==> config.mk <==
export PLATFORM = sky130hd
export DESIGN_NAME = ppg_pair_decimator_with_continuity_flat
export DESIGN_NICKNAME = d
export VERILOG_FILES = /design/src/rtl/ppgd_pkg.sv /design/src/rtl/ppgd_if.sv /design/src/rtl/ppgd_cfg_regs.sv /design/src/rtl/ppgd_step.sv /design/src/rtl/ppg_pair_decimator_with_continuity.sv /design/src/flat_wrapper.sv
export SDC_FILE = /design/constraint.sdc
export NUM_CORES = 1
export LEC_CHECK = 0
export BUFFER_PORTS_ARGS = -buffer_cell sky130_fd_sc_hd__buf_2
export CAP_MARGIN = 30
export CORE_MARGIN = 5
export CORE_UTILIZATION = 30
export DETAILED_ROUTE_END_ITERATION = 12
export SLEW_MARGIN = 20
export SYNTH_ARGS = -nofsm -noshare
export SYNTH_HDL_FRONTEND = slang
export SYNTH_SLANG_ARGS = --single-unit
export TNS_END_PERCENT = 5
==> constraint.sdc <==
create_clock -name clk -period 8.11 [get_ports clk]
set_input_delay 1.622 -clock clk [delete_from_list [all_inputs] [get_ports clk]]
set_output_delay 1.622 -clock clk [all_outputs]
set_load 0.1 [all_outputs]
==> src/rtl/ppgd_pkg.sv <==
`default_nettype none

package ppgd_pkg;

    // Default reading width of the red and infrared levels
    localparam int SAMPLE_BITS_DEF = 24;

    // Field and register widths
    localparam int TS_BITS        = 32;
    localparam int SEQ_BITS       = 32;
    localparam int FLAG_BITS      = 8;
    localparam int COUNT_BITS     = 32;
    localparam int RATE_BITS      = 16;
    localparam int PERIOD_BITS    = 20;
    localparam int MASK_BITS      = 8;
    localparam int CFG_INDEX_BITS = 8;
    localparam int CFG_DATA_BITS  = 32;
    localparam int STATUS_BITS    = 2;

    // The only input rate that the decimator handles
    localparam logic [RATE_BITS-1:0] SUPPORTED_RATE_HZ = 16'd200;

    // Register reset values
    localparam logic [RATE_BITS-1:0]   RATE_RESET   = 16'd200;
    localparam logic [PERIOD_BITS-1:0] PERIOD_RESET = 20'd5000;
    localparam logic [MASK_BITS-1:0]   MASK_RESET   = 8'd3;

    // Register indexes
    localparam logic [CFG_INDEX_BITS-1:0] REG_SAMPLE_RATE  = 8'd0;
    localparam logic [CFG_INDEX_BITS-1:0] REG_SAMPLE_PERIOD = 8'd1;
    localparam logic [CFG_INDEX_BITS-1:0] REG_DISC_MASK    = 8'd2;

    // Counter step
    localparam logic [COUNT_BITS-1:0] COUNT_ONE = 32'd1;
    localparam logic [SEQ_BITS-1:0]   SEQ_ONE   = 32'd1;

    // Per-item status codes
    typedef enum logic [STATUS_BITS-1:0] {
        STATUS_ACCEPTED     = 2'd0,
        STATUS_RATE_IGNORED = 2'd1,
        STATUS_DROPPED      = 2'd2,
        STATUS_RESTARTED    = 2'd3
    } status_t;

    // Current register values and a restart strobe from a changing write
    typedef struct packed {
        logic [RATE_BITS-1:0]   rate_hz;
        logic [PERIOD_BITS-1:0] period_us;
        logic [MASK_BITS-1:0]   disc_mask;
        logic                   restart;
    } cfg_state_t;

    // Status part of one result item
    typedef struct packed {
        logic                  pair_valid;
        status_t               status;
        logic [COUNT_BITS-1:0] source_count;
        logic [COUNT_BITS-1:0] pair_count;
        logic [COUNT_BITS-1:0] restart_count;
    } res_info_t;

endpackage

`default_nettype wire

==> src/rtl/ppgd_if.sv <==
`default_nettype none

// Sample channel
interface ppgd_in_if #(
    parameter int SAMPLE_BITS = ppgd_pkg::SAMPLE_BITS_DEF
);
    logic                           valid;
    logic                           ready;
    logic [ppgd_pkg::TS_BITS-1:0]   capture_time;
    logic [ppgd_pkg::SEQ_BITS-1:0]  sequence_number;
    logic [ppgd_pkg::FLAG_BITS-1:0] sample_flags;
    logic [SAMPLE_BITS-1:0]         red_level;
    logic [SAMPLE_BITS-1:0]         ir_level;

    modport source (
        output valid, capture_time, sequence_number, sample_flags, red_level, ir_level,
        input  ready
    );
    modport sink (
        input  valid, capture_time, sequence_number, sample_flags, red_level, ir_level,
        output ready
    );
endinterface

// Result channel
interface ppgd_out_if #(
    parameter int SAMPLE_BITS = ppgd_pkg::SAMPLE_BITS_DEF
);
    logic                             valid;
    logic                             ready;
    logic                             pair_valid;
    logic [SAMPLE_BITS-1:0]           red_average;
    logic [SAMPLE_BITS-1:0]           ir_average;
    logic [ppgd_pkg::STATUS_BITS-1:0] sample_status;
    logic [ppgd_pkg::COUNT_BITS-1:0]  source_count;
    logic [ppgd_pkg::COUNT_BITS-1:0]  pair_count;
    logic [ppgd_pkg::COUNT_BITS-1:0]  restart_count;

    modport source (
        output valid, pair_valid, red_average, ir_average, sample_status,
               source_count, pair_count, restart_count,
        input  ready
    );
    modport sink (
        input  valid, pair_valid, red_average, ir_average, sample_status,
               source_count, pair_count, restart_count,
        output ready
    );
endinterface

// Register write channel
interface ppgd_cfg_if;
    logic                                valid;
    logic                                ready;
    logic [ppgd_pkg::CFG_INDEX_BITS-1:0] index;
    logic [ppgd_pkg::CFG_DATA_BITS-1:0]  data;

    modport source (
        output valid, index, data,
        input  ready
    );
    modport sink (
        input  valid, index, data,
        output ready
    );
endinterface

`default_nettype wire

==> src/rtl/ppgd_cfg_regs.sv <==
`default_nettype none

module ppgd_cfg_regs (
    input  wire logic           clk,
    input  wire logic           rst_n,
    ppgd_cfg_if.sink            cfg,
    output ppgd_pkg::cfg_state_t cfg_state
);
    import ppgd_pkg::*;

    logic [RATE_BITS-1:0]   rate_reg,   rate_next;
    logic [PERIOD_BITS-1:0] period_reg, period_next;
    logic [MASK_BITS-1:0]   mask_reg,   mask_next;
    logic                   write_fire;
    logic                   changed;

    // Writes are always taken
    assign cfg.ready  = 1'b1;
    assign write_fire = cfg.valid && cfg.ready;

    // Mask the value to the register width; flag a change as a restart
    always_comb
    begin
        rate_next   = rate_reg;
        period_next = period_reg;
        mask_next   = mask_reg;
        changed     = 1'b0;
        if (write_fire)
        begin
            case (cfg.index)
                REG_SAMPLE_RATE:
                begin
                    rate_next = cfg.data[RATE_BITS-1:0];
                    changed   = (rate_next != rate_reg);
                end
                REG_SAMPLE_PERIOD:
                begin
                    period_next = cfg.data[PERIOD_BITS-1:0];
                    changed     = (period_next != period_reg);
                end
                REG_DISC_MASK:
                begin
                    mask_next = cfg.data[MASK_BITS-1:0];
                    changed   = (mask_next != mask_reg);
                end
                default:
                begin
                    changed = 1'b0;
                end
            endcase
        end
    end

    // Hold register values
    always_ff @(posedge clk or negedge rst_n)
    begin
        if (!rst_n)
        begin
            rate_reg   <= RATE_RESET;
            period_reg <= PERIOD_RESET;
            mask_reg   <= MASK_RESET;
        end
        else
        begin
            rate_reg   <= rate_next;
            period_reg <= period_next;
            mask_reg   <= mask_next;
        end
    end

    assign cfg_state.rate_hz   = rate_reg;
    assign cfg_state.period_us = period_reg;
    assign cfg_state.disc_mask = mask_reg;
    assign cfg_state.restart   = changed;

endmodule

`default_nettype wire

==> src/rtl/ppgd_step.sv <==
`default_nettype none

module ppgd_step #(
    parameter int SAMPLE_BITS = ppgd_pkg::SAMPLE_BITS_DEF
) (
    input  wire logic                           clk,
    input  wire logic                           rst_n,
    input  wire ppgd_pkg::cfg_state_t           cfg_state,
    input  wire logic                           fire,
    input  wire logic [ppgd_pkg::TS_BITS-1:0]   capture_time,
    input  wire logic [ppgd_pkg::SEQ_BITS-1:0]  sequence_number,
    input  wire logic [ppgd_pkg::FLAG_BITS-1:0] sample_flags,
    input  wire logic [SAMPLE_BITS-1:0]         red_level,
    input  wire logic [SAMPLE_BITS-1:0]         ir_level,
    output ppgd_pkg::res_info_t                 info,
    output logic [SAMPLE_BITS-1:0]              red_average,
    output logic [SAMPLE_BITS-1:0]              ir_average
);
    import ppgd_pkg::*;

    // Stream state
    logic                  have_prev_reg,  have_prev_next;
    logic [TS_BITS-1:0]    prev_ts_reg,    prev_ts_next;
    logic [SEQ_BITS-1:0]   prev_seq_reg,   prev_seq_next;
    logic                  have_half_reg,  have_half_next;
    logic [COUNT_BITS-1:0] accepted_reg,   accepted_next;
    logic [COUNT_BITS-1:0] pairs_reg,      pairs_next;
    logic [COUNT_BITS-1:0] restarts_reg,   restarts_next;
    logic [SAMPLE_BITS-1:0] held_red_reg;
    logic [SAMPLE_BITS-1:0] held_ir_reg;

    logic                  rate_ok;
    logic                  backward;
    logic                  flagged;
    logic                  seq_gap;
    logic                  ts_gap;
    logic                  take;
    logic                  restart;
    logic                  load_half;
    logic                  half_base;
    logic [SAMPLE_BITS:0]  red_sum;
    logic [SAMPLE_BITS:0]  ir_sum;
    logic [TS_BITS-1:0]    ts_expect;

    // Continuity checks against the previous item
    assign rate_ok   = (cfg_state.rate_hz == SUPPORTED_RATE_HZ);
    assign backward  = have_prev_reg &&
                       ((capture_time <= prev_ts_reg) || (sequence_number == prev_seq_reg));
    assign flagged   = ((sample_flags & cfg_state.disc_mask) != '0);
    assign ts_expect = prev_ts_reg + TS_BITS'(cfg_state.period_us);
    assign seq_gap   = have_prev_reg && (sequence_number != prev_seq_reg + SEQ_ONE);
    assign ts_gap    = have_prev_reg && (capture_time != ts_expect);
    assign take      = rate_ok && !backward;

    // Rounded pair averages, half-way rounds up
    assign red_sum = {1'b0, held_red_reg} + {1'b0, red_level} + (SAMPLE_BITS+1)'(1);
    assign ir_sum  = {1'b0, held_ir_reg} + {1'b0, ir_level} + (SAMPLE_BITS+1)'(1);

    // Next state and result for one item
    always_comb
    begin
        have_prev_next = have_prev_reg;
        prev_ts_next   = prev_ts_reg;
        prev_seq_next  = prev_seq_reg;
        have_half_next = have_half_reg;
        accepted_next  = accepted_reg;
        pairs_next     = pairs_reg;
        restarts_next  = restarts_reg;
        restart        = 1'b0;
        load_half      = 1'b0;
        half_base      = have_half_reg;
        info.pair_valid = 1'b0;
        info.status     = STATUS_ACCEPTED;
        red_average     = '0;
        ir_average      = '0;

        if (cfg_state.restart)
        begin
            restart = 1'b1;
        end
        else if (fire)
        begin
            if (!rate_ok)
            begin
                info.status = STATUS_RATE_IGNORED;
            end
            else if (backward)
            begin
                restart     = 1'b1;
                info.status = STATUS_DROPPED;
            end
            else if (flagged || seq_gap || ts_gap)
            begin
                restart     = 1'b1;
                info.status = STATUS_RESTARTED;
            end
        end

        // Clear the stream on a restart
        if (restart)
        begin
            have_prev_next = 1'b0;
            prev_ts_next   = '0;
            prev_seq_next  = '0;
            have_half_next = 1'b0;
            accepted_next  = '0;
            pairs_next     = '0;
            restarts_next  = restarts_reg + COUNT_ONE;
            half_base      = 1'b0;
        end

        // Accept the item: hold the first half or emit the pair
        if (!cfg_state.restart && fire && take)
        begin
            accepted_next  = accepted_next + COUNT_ONE;
            prev_ts_next   = capture_time;
            prev_seq_next  = sequence_number;
            have_prev_next = 1'b1;
            if (!half_base)
            begin
                load_half      = 1'b1;
                have_half_next = 1'b1;
            end
            else
            begin
                info.pair_valid = 1'b1;
                red_average     = red_sum[SAMPLE_BITS:1];
                ir_average      = ir_sum[SAMPLE_BITS:1];
                pairs_next      = pairs_next + COUNT_ONE;
                have_half_next  = 1'b0;
            end
        end

        info.source_count  = accepted_next;
        info.pair_count    = pairs_next;
        info.restart_count = restarts_next;
    end

    // Hold stream state
    always_ff @(posedge clk or negedge rst_n)
    begin
        if (!rst_n)
        begin
            have_prev_reg <= 1'b0;
            prev_ts_reg   <= '0;
            prev_seq_reg  <= '0;
            have_half_reg <= 1'b0;
            accepted_reg  <= '0;
            pairs_reg     <= '0;
            restarts_reg  <= '0;
        end
        else
        begin
            have_prev_reg <= have_prev_next;
            prev_ts_reg   <= prev_ts_next;
            prev_seq_reg  <= prev_seq_next;
            have_half_reg <= have_half_next;
            accepted_reg  <= accepted_next;
            pairs_reg     <= pairs_next;
            restarts_reg  <= restarts_next;
        end
    end

    // Hold the first half of a pair
    always_ff @(posedge clk)
    begin
        if (load_half)
        begin
            held_red_reg <= red_level;
            held_ir_reg  <= ir_level;
        end
    end

endmodule

`default_nettype wire

==> src/rtl/ppg_pair_decimator_with_continuity.sv <==
`default_nettype none

// Channel   Role   Moves
// -------   ----   -----------------------------------------------------------
// samples   sink   timestamp, sequence number, flags, red and IR levels
// pairs     source pair valid, averages, status, source/pair/restart counts
// cfg       sink   register index and write data, always ready
//
// One item per cycle sustained while pairs.ready is high; a taken item sits
// in the input register while checks, pair average and state update run, and
// the outcome lands in the result register, which drives the pairs port.
// Reset clears the stream state, the counters and the registers to defaults.
// A stalled result holds the result register; the input register still takes
// one more item, then samples.ready drops until the result is taken.

module ppg_pair_decimator_with_continuity #(
    parameter int SAMPLE_BITS = ppgd_pkg::SAMPLE_BITS_DEF
) (
    input  wire logic  clk,
    input  wire logic  rst_n,
    ppgd_in_if.sink    samples,
    ppgd_out_if.source pairs,
    ppgd_cfg_if.sink   cfg
);
    import ppgd_pkg::*;

    // Input register
    logic                   in_valid_reg, in_valid_next;
    logic [TS_BITS-1:0]     ts_reg;
    logic [SEQ_BITS-1:0]    seq_reg;
    logic [FLAG_BITS-1:0]   flags_reg;
    logic [SAMPLE_BITS-1:0] red_reg;
    logic [SAMPLE_BITS-1:0] ir_reg;

    // Result register
    logic                   out_valid_reg, out_valid_next;
    res_info_t              info_reg;
    logic [SAMPLE_BITS-1:0] red_avg_reg;
    logic [SAMPLE_BITS-1:0] ir_avg_reg;

    cfg_state_t             cfg_state;
    res_info_t              info;
    logic [SAMPLE_BITS-1:0] red_avg;
    logic [SAMPLE_BITS-1:0] ir_avg;
    logic                   advance;
    logic                   in_fire;

    ppgd_cfg_regs u_cfg_regs (
        .clk       (clk),
        .rst_n     (rst_n),
        .cfg       (cfg),
        .cfg_state (cfg_state)
    );

    ppgd_step #(
        .SAMPLE_BITS (SAMPLE_BITS)
    ) u_step (
        .clk             (clk),
        .rst_n           (rst_n),
        .cfg_state       (cfg_state),
        .fire            (advance),
        .capture_time    (ts_reg),
        .sequence_number (seq_reg),
        .sample_flags    (flags_reg),
        .red_level       (red_reg),
        .ir_level        (ir_reg),
        .info            (info),
        .red_average     (red_avg),
        .ir_average      (ir_avg)
    );

    // Advance the held item when the result register is free
    assign advance       = in_valid_reg && (!out_valid_reg || pairs.ready);
    assign samples.ready = !in_valid_reg || advance;
    assign in_fire       = samples.valid && samples.ready;

    always_comb
    begin
        in_valid_next = in_fire ? 1'b1 : (advance ? 1'b0 : in_valid_reg);
        out_valid_next = advance ? 1'b1 : (pairs.ready ? 1'b0 : out_valid_reg);
    end

    // Hold control state
    always_ff @(posedge clk or negedge rst_n)
    begin
        if (!rst_n)
        begin
            in_valid_reg  <= 1'b0;
            out_valid_reg <= 1'b0;
        end
        else
        begin
            in_valid_reg  <= in_valid_next;
            out_valid_reg <= out_valid_next;
        end
    end

    // Capture the incoming item
    always_ff @(posedge clk)
    begin
        if (in_fire)
        begin
            ts_reg    <= samples.capture_time;
            seq_reg   <= samples.sequence_number;
            flags_reg <= samples.sample_flags;
            red_reg   <= samples.red_level;
            ir_reg    <= samples.ir_level;
        end
    end

    // Capture the result
    always_ff @(posedge clk)
    begin
        if (advance)
        begin
            info_reg    <= info;
            red_avg_reg <= red_avg;
            ir_avg_reg  <= ir_avg;
        end
    end

    assign pairs.valid         = out_valid_reg;
    assign pairs.pair_valid    = info_reg.pair_valid;
    assign pairs.red_average   = red_avg_reg;
    assign pairs.ir_average    = ir_avg_reg;
    assign pairs.sample_status = info_reg.status;
    assign pairs.source_count  = info_reg.source_count;
    assign pairs.pair_count    = info_reg.pair_count;
    assign pairs.restart_count = info_reg.restart_count;

endmodule

`default_nettype wire

==> src/flat_wrapper.sv <==
// flat-port wrapper written by rule: the top's interface ports become plain ports
module ppg_pair_decimator_with_continuity_flat import ppgd_pkg::*;
#(
    parameter int SAMPLE_BITS = ppgd_pkg::SAMPLE_BITS_DEF
)
  (clk, rst_n, samples_valid, samples_capture_time, samples_sequence_number, samples_sample_flags, samples_red_level, samples_ir_level, samples_ready, pairs_valid, pairs_pair_valid, pairs_red_average, pairs_ir_average, pairs_sample_status, pairs_source_count, pairs_pair_count, pairs_restart_count, pairs_ready, cfg_valid, cfg_index, cfg_data, cfg_ready);
  ppgd_in_if #(.SAMPLE_BITS(SAMPLE_BITS)) samples_i ();
  ppgd_out_if #(.SAMPLE_BITS(SAMPLE_BITS)) pairs_i ();
  ppgd_cfg_if cfg_i ();
  input  wire logic clk;
  input  wire logic rst_n;
  input wire logic [$bits(samples_i.valid)-1:0] samples_valid;
  input wire logic [$bits(samples_i.capture_time)-1:0] samples_capture_time;
  input wire logic [$bits(samples_i.sequence_number)-1:0] samples_sequence_number;
  input wire logic [$bits(samples_i.sample_flags)-1:0] samples_sample_flags;
  input wire logic [$bits(samples_i.red_level)-1:0] samples_red_level;
  input wire logic [$bits(samples_i.ir_level)-1:0] samples_ir_level;
  output wire logic [$bits(samples_i.ready)-1:0] samples_ready;
  output wire logic [$bits(pairs_i.valid)-1:0] pairs_valid;
  output wire logic [$bits(pairs_i.pair_valid)-1:0] pairs_pair_valid;
  output wire logic [$bits(pairs_i.red_average)-1:0] pairs_red_average;
  output wire logic [$bits(pairs_i.ir_average)-1:0] pairs_ir_average;
  output wire logic [$bits(pairs_i.sample_status)-1:0] pairs_sample_status;
  output wire logic [$bits(pairs_i.source_count)-1:0] pairs_source_count;
  output wire logic [$bits(pairs_i.pair_count)-1:0] pairs_pair_count;
  output wire logic [$bits(pairs_i.restart_count)-1:0] pairs_restart_count;
  input wire logic [$bits(pairs_i.ready)-1:0] pairs_ready;
  input wire logic [$bits(cfg_i.valid)-1:0] cfg_valid;
  input wire logic [$bits(cfg_i.index)-1:0] cfg_index;
  input wire logic [$bits(cfg_i.data)-1:0] cfg_data;
  output wire logic [$bits(cfg_i.ready)-1:0] cfg_ready;
  assign samples_i.valid = samples_valid;
  assign samples_i.capture_time = samples_capture_time;
  assign samples_i.sequence_number = samples_sequence_number;
  assign samples_i.sample_flags = samples_sample_flags;
  assign samples_i.red_level = samples_red_level;
  assign samples_i.ir_level = samples_ir_level;
  assign samples_ready = samples_i.ready;
  assign pairs_valid = pairs_i.valid;
  assign pairs_pair_valid = pairs_i.pair_valid;
  assign pairs_red_average = pairs_i.red_average;
  assign pairs_ir_average = pairs_i.ir_average;
  assign pairs_sample_status = pairs_i.sample_status;
  assign pairs_source_count = pairs_i.source_count;
  assign pairs_pair_count = pairs_i.pair_count;
  assign pairs_restart_count = pairs_i.restart_count;
  assign pairs_i.ready = pairs_ready;
  assign cfg_i.valid = cfg_valid;
  assign cfg_i.index = cfg_index;
  assign cfg_i.data = cfg_data;
  assign cfg_ready = cfg_i.ready;
  ppg_pair_decimator_with_continuity #(.SAMPLE_BITS(SAMPLE_BITS)) u_core (.clk(clk), .rst_n(rst_n), .samples(samples_i), .pairs(pairs_i), .cfg(cfg_i));
endmodule
# == Word level (Yosys, flattened, before mapping) ==
# Cells that the tools add are included.
# word_totals
register_bits,523
elab_cells,105
in_bits,165
out_inout_bits,150
# classes
reduce_logical,27
muxes,30
n_bitwise,2
eq_ne,9
add_sub_neg,9
order_cmp,1
# ops
op,count
$mux 32,9
$add 32x1->32 const B,4
$ne 32x32->1,2
$add 24x24->25,2
$add 25x1->25 const B,2
$add 32x20->32,1
$eq 32x32->1,1
$le 32x32->1,1
$ne 20x20->1,1
$mux 1,18
$eq 16x8->1 const B,1
$ne 16x16->1,1
$and 8x8->8,1
$eq 8x1->1 const B,1
$eq 8x2->1 const B,1
$logic_and 1x1->1,8
$logic_not 8->1,1
$ne 8x8->1,1
$reduce_and 2->1,4
$reduce_bool 8->1,1
$reduce_bool 2->1,3
$logic_or 1x1->1,5
$logic_not 1->1,4
$mux 2,2
3 further kinds,3

# == Logic depth before layout (Yosys ltp) ==
# logic_depth
word_depth,14
mapped_depth,20
depth_no_buf,18

# == Cells and area by module ==
# Synthesis repeated with hierarchy kept, for this count alone.
# unflattened
hier_cells,2061
area_unflattened_um2,25308.0
# by_module_without_submodules
module,instances,seq_area_each_um2,area_per_inst_um2,cells_each
ppgd_step,1,5495.3,14886.8,1616
ppg_pair_decimator_with_continuity,1,8067.7,8121.5,275
ppgd_cfg_regs,1,1113.6,2299.7,170

# == Worst setup path after synthesis ==
# No wires, ideal clock.
# synth_path
kind,input to register
start,in pairs_ready
end,reg u_core.u_step.held_ir_reg[0] (enable)
setup_time_ps,411
cell_stages,8
slack_ps,636
required_ps,7699
arrival_ps,7063
n_path_buf,1
path_cell_list,nand2b_1 nand2_1 inv_1 a21oi_1 a211oi_1 clkbuf_1 nand2b_1 ha_1
# synth_via
elab_chain_cells,7
word_cells_on_any_way,9
cone_classes,5 x mux; 4 x reduce/logical
# synth_rtl
element,line_no,text
start: declaration,flat_wrapper.sv:27,input wire logic [$bits(pairs_i.ready)-1:0] pairs_ready;
$logic_or 1x1->1 *,ppg_pair_decimator_with_continuity.sv:73,assign advance = in_valid_reg && (!out_valid_reg || pairs.ready);
$logic_and 1x1->1 *,ppg_pair_decimator_with_continuity.sv:73,
named net u_core.advance,ppg_pair_decimator_with_continuity.sv:45,logic advance;
$mux 1,ppgd_step.sv:81,else if (fire)
$mux 1,ppgd_step.sv:77,if (cfg_state.restart)
$mux 1,--,
$mux 1,ppgd_step.sv:119,if (!half_base)
$mux 1 *,ppgd_step.sv:113,if (!cfg_state.restart && fire && take)
named net u_core.u_step.load_half,ppgd_step.sv:39,logic load_half;
end signal: assignment,ppgd_step.sv:170,held_ir_reg <= ir_level;
end: declaration,ppgd_step.sv:30,logic [SAMPLE_BITS-1:0] held_ir_reg;
# The timed path passes the listed nets; every way through them passes the cells marked *.
# A chain may end at the register's enable or synchronous reset.

# == Worst setup path in the final report ==
# layout_path
start,in cfg_index[3]
end,"reg u_core.ir_avg_reg[22], in the netlist u_core.pairs.ir_average[22], data pin"
# layout_via
word_cells_on_any_way,11
cone_classes,2 x eq/ne; 4 x mux; 5 x reduce/logical
# layout_rtl
element,line_no,text
start: declaration,flat_wrapper.sv:29,input wire logic [$bits(cfg_i.index)-1:0] cfg_index;
"$eq 8x2->1, or another cell as far along",ppgd_cfg_regs.sv:30,case (cfg.index)
$pmux 1 s3 *,ppgd_cfg_regs.sv:30,
$mux 1 *,ppgd_cfg_regs.sv:28,if (write_fire)
$mux 1 *,ppgd_step.sv:77,
$mux 1 *,--,
named net u_core.u_step.half_base,ppgd_step.sv:40,logic half_base;
$reduce_and 2->1 (no line) *,--,
end signal: assignment,ppg_pair_decimator_with_continuity.sv:118,ir_avg_reg <= ir_avg;
end: declaration,ppg_pair_decimator_with_continuity.sv:39,logic [SAMPLE_BITS-1:0] ir_avg_reg;
# Marks and branches as above.

==> summary by stage <==
Outcome
The flow ran to the end, and the final reports show no timing, DRC or antenna violations.

Placement
Summed over all nets, the half-perimeter wirelength after detailed placement is 46500 microns. In this run, placement finished with an instance count of 3402. In this run the tool buffered the top-level ports with between 300 and 400 buffer cells. The routability congestion estimate from global placement is 0.871.

Worst setup path
The largest individual stage delay along the critical path comes from the cell a211oi_4. The highest cell delay on the worst timing path is 0.64 ns. STA puts the critical path data arrival time at 5.97 ns. The maximum net fanout on the critical path is 21. The signal on the critical path passes through buf_2, nor4_1, nand3_1, nor2_1, nand2_1, o21ai_2, buf_4, a21oi_4, a211oi_4, nand2b_1, inv_1, ha_1, buf_4, inv_1, nor4_1, a311oi_1, o311ai_0. The cell count along the critical path is 17. STA classifies the critical path startpoint as an input pin.

The worst register-to-register path has a depth of 16. The nature of the critical path endpoint is a flip-flop. The required time reported for the critical path endpoint is 8.44 ns. The buffering stage count on the worst path with inverters included is 5. The family of cells with the greatest summed delay on the critical path is compound AO/OA/AOI/OAI gates.

The worst setup path is of the in2reg kind.

Route
In this run the remaining antenna-violating nets after routing total 0. After detailed routing, the total wire length is 64300 microns. The number of detailed-route iterations in the first pass is 7.

Dividing the detail-routed wire length by the instance count gives 18.3 microns. The total via count after detailed routing is between 15000 and 20000. In the routed layout, each cell is associated on average with a via count of approximately 4.9. The detailed router finished its first iteration with 948 violations. For this run, design rule violations remaining after detail routing come to 0.

GRT
The first global-routing pass estimated about 100000 microns of wire. After global routing, the most crowded layer is met2. The via count of the first global-routing pass is approximately 17000. The total routing usage reported by global routing is 13.9%.

The initial antenna violation count is 2. Global routing consumed, on the met2 layer, 23.7% of the routing resources. Summed over all layers, the global routing overflow is 0.

The maximum number of pins on one net before global-route repair is 118. The global routing met1 resource utilization is around 18%. The fraction of met3 tracks used by global routing is 2.22%.

Clocking
The tree is rooted in a clkbuf_16. Clock-pin slew was measured on the worst setup and hold paths at about 0.06 ns. The clock buffer count from CTS is 59. At the later pin of the worst-skew pair, clock insertion delay measures 0.63 ns. CTS built an H-tree with a depth of 2. The total clock sinks is 523. The TritonCTS clock tree is done. Buffers added to address setup during post-CTS repair amount to 0.

The count of cells resized by post-cts repair is 0. The maximum buffer depth of the clock tree is 3. The count of hold buffers inserted by post-cts repair is 0.

STA
The number of setup violations in the final report is 0. The actual transition at the worst max-transition pin is 0.956 ns. The number of hold violations in the final report is 0. Summed over all failing endpoints, the final setup total negative slack is 0 ns. Setup repair after global routing left no endpoint under its margin. Headroom to the max-slew limit came out at 36.1%. The maximum clock frequency is 178 MHz.

The final-report max-slew violation count is 0. For the finished layout, the period the worst path requires is 5.63 ns. On the final layout, the worst clock skew is ~0.023 ns. The ratio of final minimum period to clock period is 69.5%.

Power
Across the VDD grid, the largest voltage drop is 0.000151 V. The total leakage power is 12.4 nW. For this design the ratio of total power to cell area is 220 mW/mm^2.

Logic synthesis
The most instantiated flip-flop cell in the synthesis netlist is edfxtp_1. For this run, the number of Yosys warnings is 0. The average size of a mapped cell is roughly 12 sq um. In this run, synthesis inferred 315 flip-flops with an integrated enable.

The synthesized design contains 523 register bits. The fraction of synthesis flops using an asynchronous set or reset pin is slightly below 40%. The mapped netlist covers 0.0252 sq mm. The number of different library cells used by synthesis comes to 75. The instance count of the mapped netlist is roughly 2100. Sequential cells were found to cover 58.2% of the synthesized design area. The total nets after synthesis is 2349.

Cells and area
The final cell count without fillers is 3517. The share of post-route cells with drive strength above 1 is 20.6%. The core utilization of the finished layout is 36.0%. Counting the fill cells in the layout gives 8213. The area growth from synthesis to layout is 19.5%. The net count of the finished layout is 2656.

Floorplan
The standard-cell row count is 106. The width of the chip is around 300 microns. The die is 300 microns tall. Pin placement for this block handled 315 I/O pins. The floorplan step defined a core boundary enclosing 0.0836 sq mm.

Once the floorplan was initialized, standard cells occupied 30.2% of the core. The die covers 0.0899 sq mm.

Job
Max-cap violations in this run came to 0.

Hold path
The worst hold path belongs to the class reg2reg. The worst hold path depth is 0.
[routing by layer]
layer	share of wire [%]	up-vias
li1	-	8327
met5	0	-
met1	44	8337
met3	4.5	98
met4	2.6	0
met2	49	382
[cells in the mapped netlist (16+ instances only)]
cell type	number	area, sq um
inv_1	69	259
and4_1	16	140
mux2_2	51	574
xnor2_1	129	1130
or3_1	21	131
and3_1	39	244
ha_1	104	1300
a211oi_1	21	158
dfrtp_1	198	4950
a21oi_1	84	420
a21o_1	26	195
a22o_1	65	569
nand3_1	70	350
o21ai_0	59	295
nand2b_1	21	131
clkbuf_1	45	169
xor2_1	111	972
nor3_1	47	235
nor4_1	31	194
nand4_1	51	319
nand2_1	121	454
nor2_1	143	537
and2_1	20	125
edfxtp_1	315	9460
[kinds of logic (layout without fill, tap and decap cells)]
logic type               count (synthesis)  in the layout  synth area share (%)
XOR/XNOR                               240            240                  8.34
AO/OA/AOI/OAI                          364            364                  9.94
AND/OR/NAND/NOR                        641            641                  13.3
flip-flops                             523            523                  58.2
multiplexers                            60             60                  2.64
adder cells (fa/ha/maj)                107            107                  5.40
other                                    1              4                0.0149
buffers and inverters                  141            498                  2.18
[worst register-to-register path: cells and delay by family (launching register included)]
| kind | cells | cell delay, ns |
|---|---|---|
| XOR/XNOR | 2 | 0.57 |
| flip-flops | 1 | 0.57 |
| AO/OA/AOI/OAI | 2 | 0.84 |
| AND/OR/NAND/NOR | 10 | 2.71 |
| adder cells (fa/ha/maj) | 2 | 0.58 |
[metrics by stage]
step	instance area (sq um)	hold WS (ns)	setup slack, ns	power (mW)
finish	30100	0.451	2.48	6.62
global route	30100	0.462	2.00	6.89
CTS	30100	0.441	2.43	6.74
detailed placement	28000	0.444	1.74	3.82
global placement	28000	0.443	1.81	3.82
floorplan	25200	0.431	0.636	3.62
[worst paths after layout]
check,from,end,slack (ns)
worst max-delay path,cfg_index[3],u_core.pairs.ir_average[22],2.48
worst max register to register,u_core.u_cfg_regs.period_reg[12],u_core.pairs.source_count[28],2.57
max in group asynchronous,rst_n,u_core.u_step.prev_seq_reg[17],5.79
min in group asynchronous,rst_n,u_core.u_step.pairs_reg[18],0.86
worst min-delay path,u_core.ir_reg[7],u_core.u_step.held_ir_reg[7],0.45
worst min register to register,u_core.ir_reg[7],u_core.u_step.held_ir_reg[7],0.45
[area by class of cell]
cell class                      instances  area (sq um)  share of cell area [%]
Antenna cell                            3          7.51                  0.0249
Clock buffer                           86          1770                    5.88
Clock inverter                         25           357                    1.18
Inverter                               69           264                   0.877
Multi-Input combinational cell       1413         10000                    33.3
Sequential cell                       523         14700                    48.7
Tap cell                             1080          1350                    4.49
Timing Repair Buffer                  318          1660                    5.53
[where the power goes]
group | switching [mW] | internal, mW
Combinational | 0.574 | 0.171
Clock | 1.12 | 1.74
Sequential | 0.0699 | 2.95
[cells in the final DEF, fill, tap and decap left out, types with 39 or more instances in the layout]
master	Yosys	layout
inv_1	69	68
nand2_1	121	121
mux2_2	51	51
nor3_1	47	46
and3_1	39	39
o21ai_0	59	59
buf_2	12	300
nand4_1	51	51
a21oi_1	84	83
xnor2_1	129	129
a22o_1	65	65
nand3_1	70	70
xor2_1	111	111
clkbuf_16	0	61
nor2_1	143	143
edfxtp_1	315	315
dfrtp_1	198	198
ha_1	104	103
No activity file was read; power rests on OpenSTA's default activity.
